===== src/design/spq_pkg.sv =====
// Package for the sorted priority queue.
// Holds the status codes, the default capacity and the cell command struct.
// No dependencies.
package spq_pkg;

  localparam int unsigned SPQ_CAPACITY = 16;
  localparam int unsigned VALUE_W      = 32;
  localparam int unsigned COUNT_W      = 5;
  localparam int unsigned STATUS_W     = 2;

  typedef enum logic [STATUS_W-1:0] {
    ST_OK    = 2'd0,
    ST_EMPTY = 2'd1,
    ST_FULL  = 2'd2
  } status_t;

  typedef struct packed {
    logic                      insert;
    logic                      remove;
    logic signed [VALUE_W-1:0] value;
  } cell_cmd_t;

endpackage


===== src/design/sorted_priority_queue_top.sv =====
// Sorted priority queue, minimum first: top level.
// Result strobe comes in the cycle after start; one transaction per cycle.
// busy stays low; the receiver cannot stall and results are never held.
// Synchronous active-low reset empties the queue; cell values need no reset.
// Depends on spq_pkg and spq_cell.
module sorted_priority_queue_top #(
  parameter int unsigned CAPACITY = spq_pkg::SPQ_CAPACITY
) (
  input  logic                                clk,
  input  logic                                rst_n,
  input  logic                                start,
  output logic                                busy,
  input  logic                                in_action,
  input  logic signed [spq_pkg::VALUE_W-1:0]  in_value,
  output logic                                out_valid,
  output logic signed [spq_pkg::VALUE_W-1:0]  out_value,
  output logic [spq_pkg::STATUS_W-1:0]        out_status,
  output logic [spq_pkg::COUNT_W-1:0]         out_count
);
  import spq_pkg::*;

  localparam int unsigned CNT_W = $clog2(CAPACITY + 1);

  logic [CNT_W-1:0]            count_r, count_nxt;
  logic                        out_valid_r;
  logic signed [VALUE_W-1:0]   out_value_r, out_value_nxt;
  status_t                     out_status_r, out_status_nxt;
  logic [CNT_W+COUNT_W-1:0]    count_ext;

  logic                        accept;
  logic                        is_full, is_empty;
  cell_cmd_t                   cmd;

  logic [CAPACITY-1:0]         keep;
  logic signed [VALUE_W-1:0]   cell_value [CAPACITY];

  assign busy     = 1'b0;
  assign accept   = start && !busy;
  assign is_full  = (count_r == CNT_W'(CAPACITY));
  assign is_empty = (count_r == '0);

  assign cmd.insert = accept && !in_action && !is_full;
  assign cmd.remove = accept && in_action && !is_empty;
  assign cmd.value  = in_value;

  genvar i;
  generate
    for (i = 0; i < CAPACITY; i++) begin : g_cell
      logic                      l_keep;
      logic signed [VALUE_W-1:0] l_value;
      logic signed [VALUE_W-1:0] r_value;
      if (i == 0) begin : g_first
        assign l_keep  = 1'b1;
        assign l_value = cell_value[i];
      end else begin : g_mid
        assign l_keep  = keep[i-1];
        assign l_value = cell_value[i-1];
      end
      if (i == CAPACITY - 1) begin : g_last
        assign r_value = cell_value[i];
      end else begin : g_inner
        assign r_value = cell_value[i+1];
      end
      spq_cell u_cell (
        .clk         (clk),
        .cmd         (cmd),
        .occupied    (CNT_W'(i) < count_r),
        .left_keep   (l_keep),
        .left_value  (l_value),
        .right_value (r_value),
        .keep        (keep[i]),
        .value       (cell_value[i])
      );
    end
  endgenerate

  always_comb begin
    count_nxt      = count_r;
    out_value_nxt  = '0;
    out_status_nxt = ST_OK;
    priority if (cmd.insert) begin
      count_nxt = count_r + 1'b1;
    end else if (cmd.remove) begin
      count_nxt     = count_r - 1'b1;
      out_value_nxt = cell_value[0];
    end else if (accept && in_action) begin
      out_status_nxt = ST_EMPTY;
    end else if (accept) begin
      out_status_nxt = ST_FULL;
    end else begin
      count_nxt = count_r;
    end
  end

  always_ff @(posedge clk) begin
    if (!rst_n) begin
      count_r     <= '0;
      out_valid_r <= 1'b0;
    end else begin
      count_r     <= count_nxt;
      out_valid_r <= accept;
    end
  end

  always_ff @(posedge clk) begin
    if (accept) begin
      out_value_r  <= out_value_nxt;
      out_status_r <= out_status_nxt;
    end
  end

  assign count_ext  = {{COUNT_W{1'b0}}, count_r};
  assign out_valid  = out_valid_r;
  assign out_value  = out_value_r;
  assign out_status = out_status_r;
  assign out_count  = count_ext[COUNT_W-1:0];

endmodule


===== src/design/spq_cell.sv =====
// One storage cell of the sorted priority queue chain.
// Keeps its own value or takes the new value or a neighbor's value.
// Depends on spq_pkg.
module spq_cell (
  input  logic                               clk,
  input  spq_pkg::cell_cmd_t                 cmd,
  input  logic                               occupied,
  input  logic                               left_keep,
  input  logic signed [spq_pkg::VALUE_W-1:0] left_value,
  input  logic signed [spq_pkg::VALUE_W-1:0] right_value,
  output logic                               keep,
  output logic signed [spq_pkg::VALUE_W-1:0] value
);
  import spq_pkg::*;

  logic signed [VALUE_W-1:0] value_r;
  logic signed [VALUE_W-1:0] value_nxt;

  assign keep  = occupied && (value_r <= cmd.value);
  assign value = value_r;

  always_comb begin
    value_nxt = value_r;
    priority if (cmd.insert) begin
      if (!keep) begin
        value_nxt = left_keep ? cmd.value : left_value;
      end
    end else if (cmd.remove) begin
      value_nxt = right_value;
    end else begin
      value_nxt = value_r;
    end
  end

  always_ff @(posedge clk) begin
    value_r <= value_nxt;
  end

endmodule

===== config.mk =====
export PLATFORM = sky130hd
export DESIGN_NAME = sorted_priority_queue_top
export DESIGN_NICKNAME = d
export VERILOG_FILES = /design/src/design/spq_pkg.sv /design/src/design/sorted_priority_queue_top.sv /design/src/design/spq_cell.sv
export SDC_FILE = /design/constraint.sdc
export NUM_CORES = 2
export LEC_CHECK = 0
export ABC_AREA = 1
export BUFFER_PORTS_ARGS = -buffer_cell sky130_fd_sc_hd__buf_4
export CAP_MARGIN = 10
export CELL_PAD_IN_SITES_DETAIL_PLACEMENT = 0
export CELL_PAD_IN_SITES_GLOBAL_PLACEMENT = 2
export CORE_UTILIZATION = 41
export CTS_BUF_LIST = sky130_fd_sc_hd__clkbuf_16
export DETAILED_ROUTE_END_ITERATION = 8
export PLACE_DENSITY_LB_ADDON = 0.1
export SLEW_MARGIN = 10
export SYNTH_ARGS = -nofsm -noshare
export SYNTH_HDL_FRONTEND = slang
export SYNTH_SLANG_ARGS = --single-unit

===== constraint.sdc =====
create_clock -name clk -period 7.12 [get_ports clk]
set_clock_uncertainty 0.1 [all_clocks]
set_input_delay 0 -clock clk [delete_from_list [all_inputs] [get_ports clk]]
set_output_delay 0 -clock clk [all_outputs]
set_load 0.005 [all_outputs]

-- After elaboration in Yosys (flattened, before gate mapping)
Index checks and enable logic that the tools add are counted.
- add/subtract/negate cells: 2
- multiply operators: 0
- div/mod/pow operators: 0
- order comparisons: 32
- equal/unequal tests: 16
- shifts and indexed selects: 0
- muxes and demuxes: 63
- bitwise logic cells: 2
- reduce and logical (&&, ||, !) cells: 43
- operator list (cell ; count):
    $mux W32 ; 60
    $le A32 B32 Y1 ; 16
    $lt A4 B5 Y1 const A ; 8
    $reduce_and A2 Y1 ; 16
    $ne A2 B2 Y1 const B ; 15
    $logic_and A1 B1 Y1 ; 20
    $lt A3 B5 Y1 const A ; 4
    $lt A1 B5 Y1 const A ; 2
    $lt A2 B5 Y1 const A ; 2
    $mux W5 ; 2
    $add A5 B1 Y5 const B ; 1
    $eq A5 B5 Y1 const B ; 1
    $logic_not A5 Y1 ; 1
    $sub A5 B1 Y5 const B ; 1
    $reduce_or A2 Y1 ; 2
    $logic_not A1 Y1 ; 3
    $mux W2 ; 1
    $not A1 Y1 ; 2
    $reduce_bool A2 Y1 ; 1
- register bits: 552
- latch bits: 0
- bits in writable memories: 0
- ROM bits: 0
- input bits: 36
- output and inout bits: 41
- logic and storage cells: 178
- memories: 0

-- Longest topological paths before layout
- word-level depth: 5
- depth in mapped cells: 21
- gate-level depth less buffers: 20

-- Cells and area by module
From an unflattened synthesis, not the netlist that was laid out.
- cells, all modules: 5408
- area, all modules: 41847.6 µm²
- by module, submodules not included (module ; times used ; cells each ; area each (µm²) ; sequential area each (µm²)):
    spq_cell ; 16 ; 325 ; 2496.1 ; 960.9
    sorted_priority_queue_top ; 1 ; 208 ; 1909.3 ; 1141.1

-- Least setup slack after synthesis
Ideal clock, no wire load.
- path type: reg-to-reg
- from: register count_r[0] (netlist: out_count[0])
- to: register g_cell[15].u_cell.value_r[0] (enable)
- setup time: 0.432 ns
- arrival: 3.196 ns
- required time: 6.588 ns
- path slack: 3.393 ns
- stages on the path, launching flop included: 10
- path buffers: 2
- period minus slack after synthesis: 3.727 ns
- path through: dfxtp_1 > inv_1 > ha_1 > nand2_1 > o21ai_1 > nor2_4 > inv_1 > buf_2 > clkbuf_1 > a21oi_1
- word-level cells in the longest chain between the ends: 4
- elaborated cells between the ends (all ways): 7
- those cells by class: 1 x order compare; 1 x eq/ne; 1 x bitwise; 4 x reduce/logical
- RTL lines (what ; line ; text):
    start, declared ; sorted_priority_queue_top.sv:24 ; logic [CNT_W-1:0] count_r, count_nxt;
    start signal, assigned ; sorted_priority_queue_top.sv:100 ; count_r <= count_nxt;
    $lt A4 B5 Y1 / $eq A5 B5 Y1 (equally long branches) ; sorted_priority_queue_top.sv:67, sorted_priority_queue_top.sv:39 ;
    $logic_and A1 B1 Y1 / $logic_not A1 Y1 (equally long branches) ; spq_cell.sv:19, sorted_priority_queue_top.sv:42 ;
    $not A1 Y1 (no line) / $logic_and A1 B1 Y1 (equally long branches) ; n/a ;
    $reduce_and A2 Y1 (no line) * ; n/a ;
    end signal, assigned ; spq_cell.sv:36 ; value_r <= value_nxt;
    end, declared ; spq_cell.sv:16 ; logic signed [VALUE_W-1:0] value_r;
Mark *: on every way between the ends. The rest lies on a longest branch, timed or not.
A chain may end at the register's enable or synchronous reset.

-- Worst setup path after layout
- from: input port in_value[31] (netlist name)
- to: register g_cell[9].u_cell.value_r[29] (enable)
- word-level cells in the longest chain between the ends: 4
- RTL lines (what ; line ; text):
    start, declared ; sorted_priority_queue_top.sv:14 ; input logic signed [spq_pkg::VALUE_W-1:0] in_value,
    $le A32 B32 Y1 ; spq_cell.sv:19 ; assign keep = occupied && (value_r <= cmd.value);
    $logic_and A1 B1 Y1 ; spq_cell.sv:19 ;
    $ne A2 B2 Y1 (no line) ; n/a ;
    $reduce_and A2 Y1 (no line) ; n/a ;
    end signal, assigned ; spq_cell.sv:36 ;
    end, declared ; spq_cell.sv:16 ;
Every way passes these cells.

==> impl_metrics.tcl <==
set metrics [dict create \
    fin_util 0.463 \
    root_buffer "clkbuf_16" \
    r2r-start "out_count[0]" \
    vias 34352 \
    min_to "g_cell[15].u_cell.value[21]" \
    place.gp.congestion 0.839 \
    synthesis.area_um2 41000 \
    cp_cell_sequence "dlygate4sd3_1 -> buf_4 -> inv_1 -> buf_4 -> ha_1 -> nand2_1 -> nor2_1 -> nand2_1 -> nor3b_2 -> nand4_1 -> nand3_1 -> nand2_1 -> buf_4 -> nand2_2 -> nand2_1 -> buf_4" \
    max-slew-margin-rel 0.294 \
    synth_area_leader_cell "edfxtp_1" \
    nNetsFinal 6172 \
    ant_nets 0 \
    wire_per_inst_um 19.6 \
    clk_pin_slew_worst_paths_ps 50 \
    die_h_um 318 \
    yosysWarnings 0 \
    finalCriticalPeriod_ps 4610 \
    rsz0062_at_grt "false" \
    criticalPathCategory "input pin to flop" \
    worstSetupEndpointType "flop" \
    leakagePower_nw 25.9 \
    reg2reg_slack_ps 2520 \
    drc 0 \
    fin_crit_sh 0.647 \
    io_buffer_count 75 \
    worstHoldStart "in_value[21]" \
    critPathMaxFanout 33 \
    cpLargestDelayFamily "simple AND/OR/NAND/NOR gates" \
    ys_seq_area_frac 0.403 \
    die_width_um 318 \
    reg2reg_depth 12 \
    cpPeakStageDelay_ps 640 \
    tightest_slew_ps 1060 \
    routed_wl_mm 136 \
    status "finished, final reports clean" \
    synth_nets 6094 \
    synth_top_area_share 0.400 \
    grt_pass1_wl_mm 209 \
    drive_above_1_share 0.0500 \
    post_cts_buffers 0 \
    drt_iter0_drc 2593 \
    hold_viol 0 \
    clk_path_buf_depth 3 \
    start_util 0.415 \
    cts_htree_levels 3 \
    numCtsBuffers 74 \
    cp_slowest_cell "nand2_1" \
    yosys.cell_types.count 34 \
    ios 77 \
    finalSetupViolations 0 \
    powerDensity_nw_per_um2 254 \
    synthCells 5543 \
    met1_usage 0.391 \
    peakVddDrop_uv 185 \
    clk_latency_ps 640 \
    die_area_um2 101000 \
    grt-ovfl-total 0 \
    core_area_um2 98700 \
    met2_usage 0.428 \
    synth.area.top_cells "edfxtp_1 40%, nand2_1 27%, ha_1 16%" \
    grt_max_degree 195 \
    place_hpwl_mm 102 \
    min_path_cells 4 \
    clock_sinks 552 \
    viasPerCell 4.93 \
    rows 115 \
    grt_util_met3 0.0316 \
    r2r_end "g_cell[9].u_cell.value[4]" \
    postCtsHoldBufs 36 \
    slew_violations 0 \
    synth-seq-cells 552 \
    grt_pass1_vias 33724 \
    hp-class "input pin to flop" \
    cts_tree "done" \
    synth.avg_cell_area_um2 7.40 \
    grt_util_all_layers 0.269 \
    critPathArrivalTime_ps 4880 \
    cap_violations 0 \
    clock.fmax_ghz 0.217 \
    syn2layout_area_growth_pct 11.4 \
    top_usage_layer "met2" \
    worstSetupStartpoint "in_value[31]" \
    antenna_found_initial 0 \
    startpoint_type "input pin" \
    critical_path_buf_inv_count 6 \
    drtPass1Iterations 5 \
    cts_resized 0 \
    required_ps 7400 \
    setup_tns_ps 0 \
]
area by class of cell:
class / count / area (µm²)
Sequential cell: 552 / 16500
Clock inverter: 52 / 472
Multi-Input combinational cell: 4167 / 21200
Tap cell: 1287 / 1610
Inverter: 633 / 2380
Fill cell: 10130 / 53000
Antenna cell: 2 / 5.00
Clock buffer: 79 / 1980
Timing Repair Buffer: 193 / 1580
Yosys cell counts:
| cell type | instances |
|---|---|
| a21o_1 | 20 |
| a21oi_1 | 233 |
| a31o_2 | 1 |
| a31oi_1 | 1 |
| buf_2 | 132 |
| buf_4 | 26 |
| buf_6 | 3 |
| clkbuf_1 | 30 |
| conb_1 | 1 |
| dfxtp_1 | 6 |
| edfxtp_1 | 546 |
| ha_1 | 515 |
| inv_1 | 632 |
| inv_2 | 1 |
| nand2_1 | 2935 |
| nand2_2 | 11 |
| nand2_4 | 1 |
| nand3_1 | 84 |
| nand3b_1 | 3 |
| nand4_1 | 41 |
| nor2_1 | 179 |
| nor2_2 | 3 |
| nor2_4 | 1 |
| nor3_1 | 4 |
| nor3b_2 | 4 |
| nor4_1 | 1 |
| nor4_2 | 4 |
| o211ai_1 | 2 |
| o21a_1 | 29 |
| o21ai_0 | 89 |
| o21ai_1 | 1 |
| o21bai_1 | 2 |
| o22ai_1 | 1 |
| o31ai_1 | 1 |
routing by layer:
layer / part of all wire / up-vias
li1: - / 17760
met1: 0.49 / 15730
met2: 0.44 / 741
met4: 0.019 / 0
met3: 0.046 / 121
met5: 0 / -
kinds of logic (layout without fill, tap and decap cells):
family,after synthesis,in the layout,share of synthesized area
AO/OA/AOI/OAI,380,380,0.0498
adder cells (fa/ha/maj),515,515,0.157
buffers and inverters,824,957,0.0824
flip-flops,552,552,0.403
other,1,3,0.0000914
AND/OR/NAND/NOR,3271,3271,0.308
registers in the layout (all words and copies together), names as in the netlist:
name and cells:
g_cell.u_cell.value 512, out_count 5, out_status 2, out_valid 1, out_value 32
report_power, final:
part	internal (mW)	switching [mW]
sequential	4.25	0.367
combinational	1.05	2.06
clock	2.34	1.54
total	7.64	3.97
how the worst max path moves through the flow:
stage                                 endpoint  cells after the start
global placement    g_cell[9].u_cell.value[24]                     15
global route        g_cell[9].u_cell.value[29]                     17
CTS                 g_cell[9].u_cell.value[29]                     16
floorplan           g_cell[15].u_cell.value[0]                      9
detailed placement  g_cell[9].u_cell.value[26]                     15
finish              g_cell[9].u_cell.value[29]                     16
metrics by stage:
step / setup slack, ps / hold WS, ps / power (mW) / instances / area, µm²
global route: 2320 / 133 / 12.4 / 6963 / 45700
finish: 2510 / 125 / 11.6 / 6965 / 45700
detailed placement: 2380 / 153 / 7.77 / 6796 / 42900
floorplan: 3390 / -6.55 / 6.73 / 5543 / 41000
global placement: 2400 / 147 / 7.73 / 6794 / 42800
CTS: 2490 / 71.5 / 11.7 / 6963 / 45700
worst register-to-register path, stage by stage (launching register included):
cell and delay [ps]:
dfxtp_1 530, inv_1 210, ha_1 280, nand2_1 90, o21ai_1 90, nor2_4 610
buf_4 420, buf_4 350, inv_8 250, buf_4 450, buf_12 450, nand2_1 440
nand2_1 80
cells in the final DEF (no fill, tap or decap), types with 2 or more instances in the layout:
cell,Yosys,layout
a21o_1,20,20
nor2_2,3,3
diode_2,0,2
clkinv_2,0,4
clkinv_1,0,17
o21ai_0,89,89
nand2_1,2935,2933
buf_4,26,154
o21bai_1,2,2
nand3_1,84,83
nor4_2,4,4
inv_1,632,650
dlygate4sd3_1,0,36
o211ai_1,2,2
ha_1,515,515
nor2_1,179,179
nor3_1,4,4
nor3b_2,4,4
dfxtp_1,6,6
clkbuf_16,0,79
bufinv_16,0,10
nand3b_1,3,3
edfxtp_1,546,546
nand2_2,11,13
nand4_1,41,41
buf_12,0,2
a21oi_1,233,232
o21a_1,29,29
No activity file was read; power rests on OpenSTA's default activity.
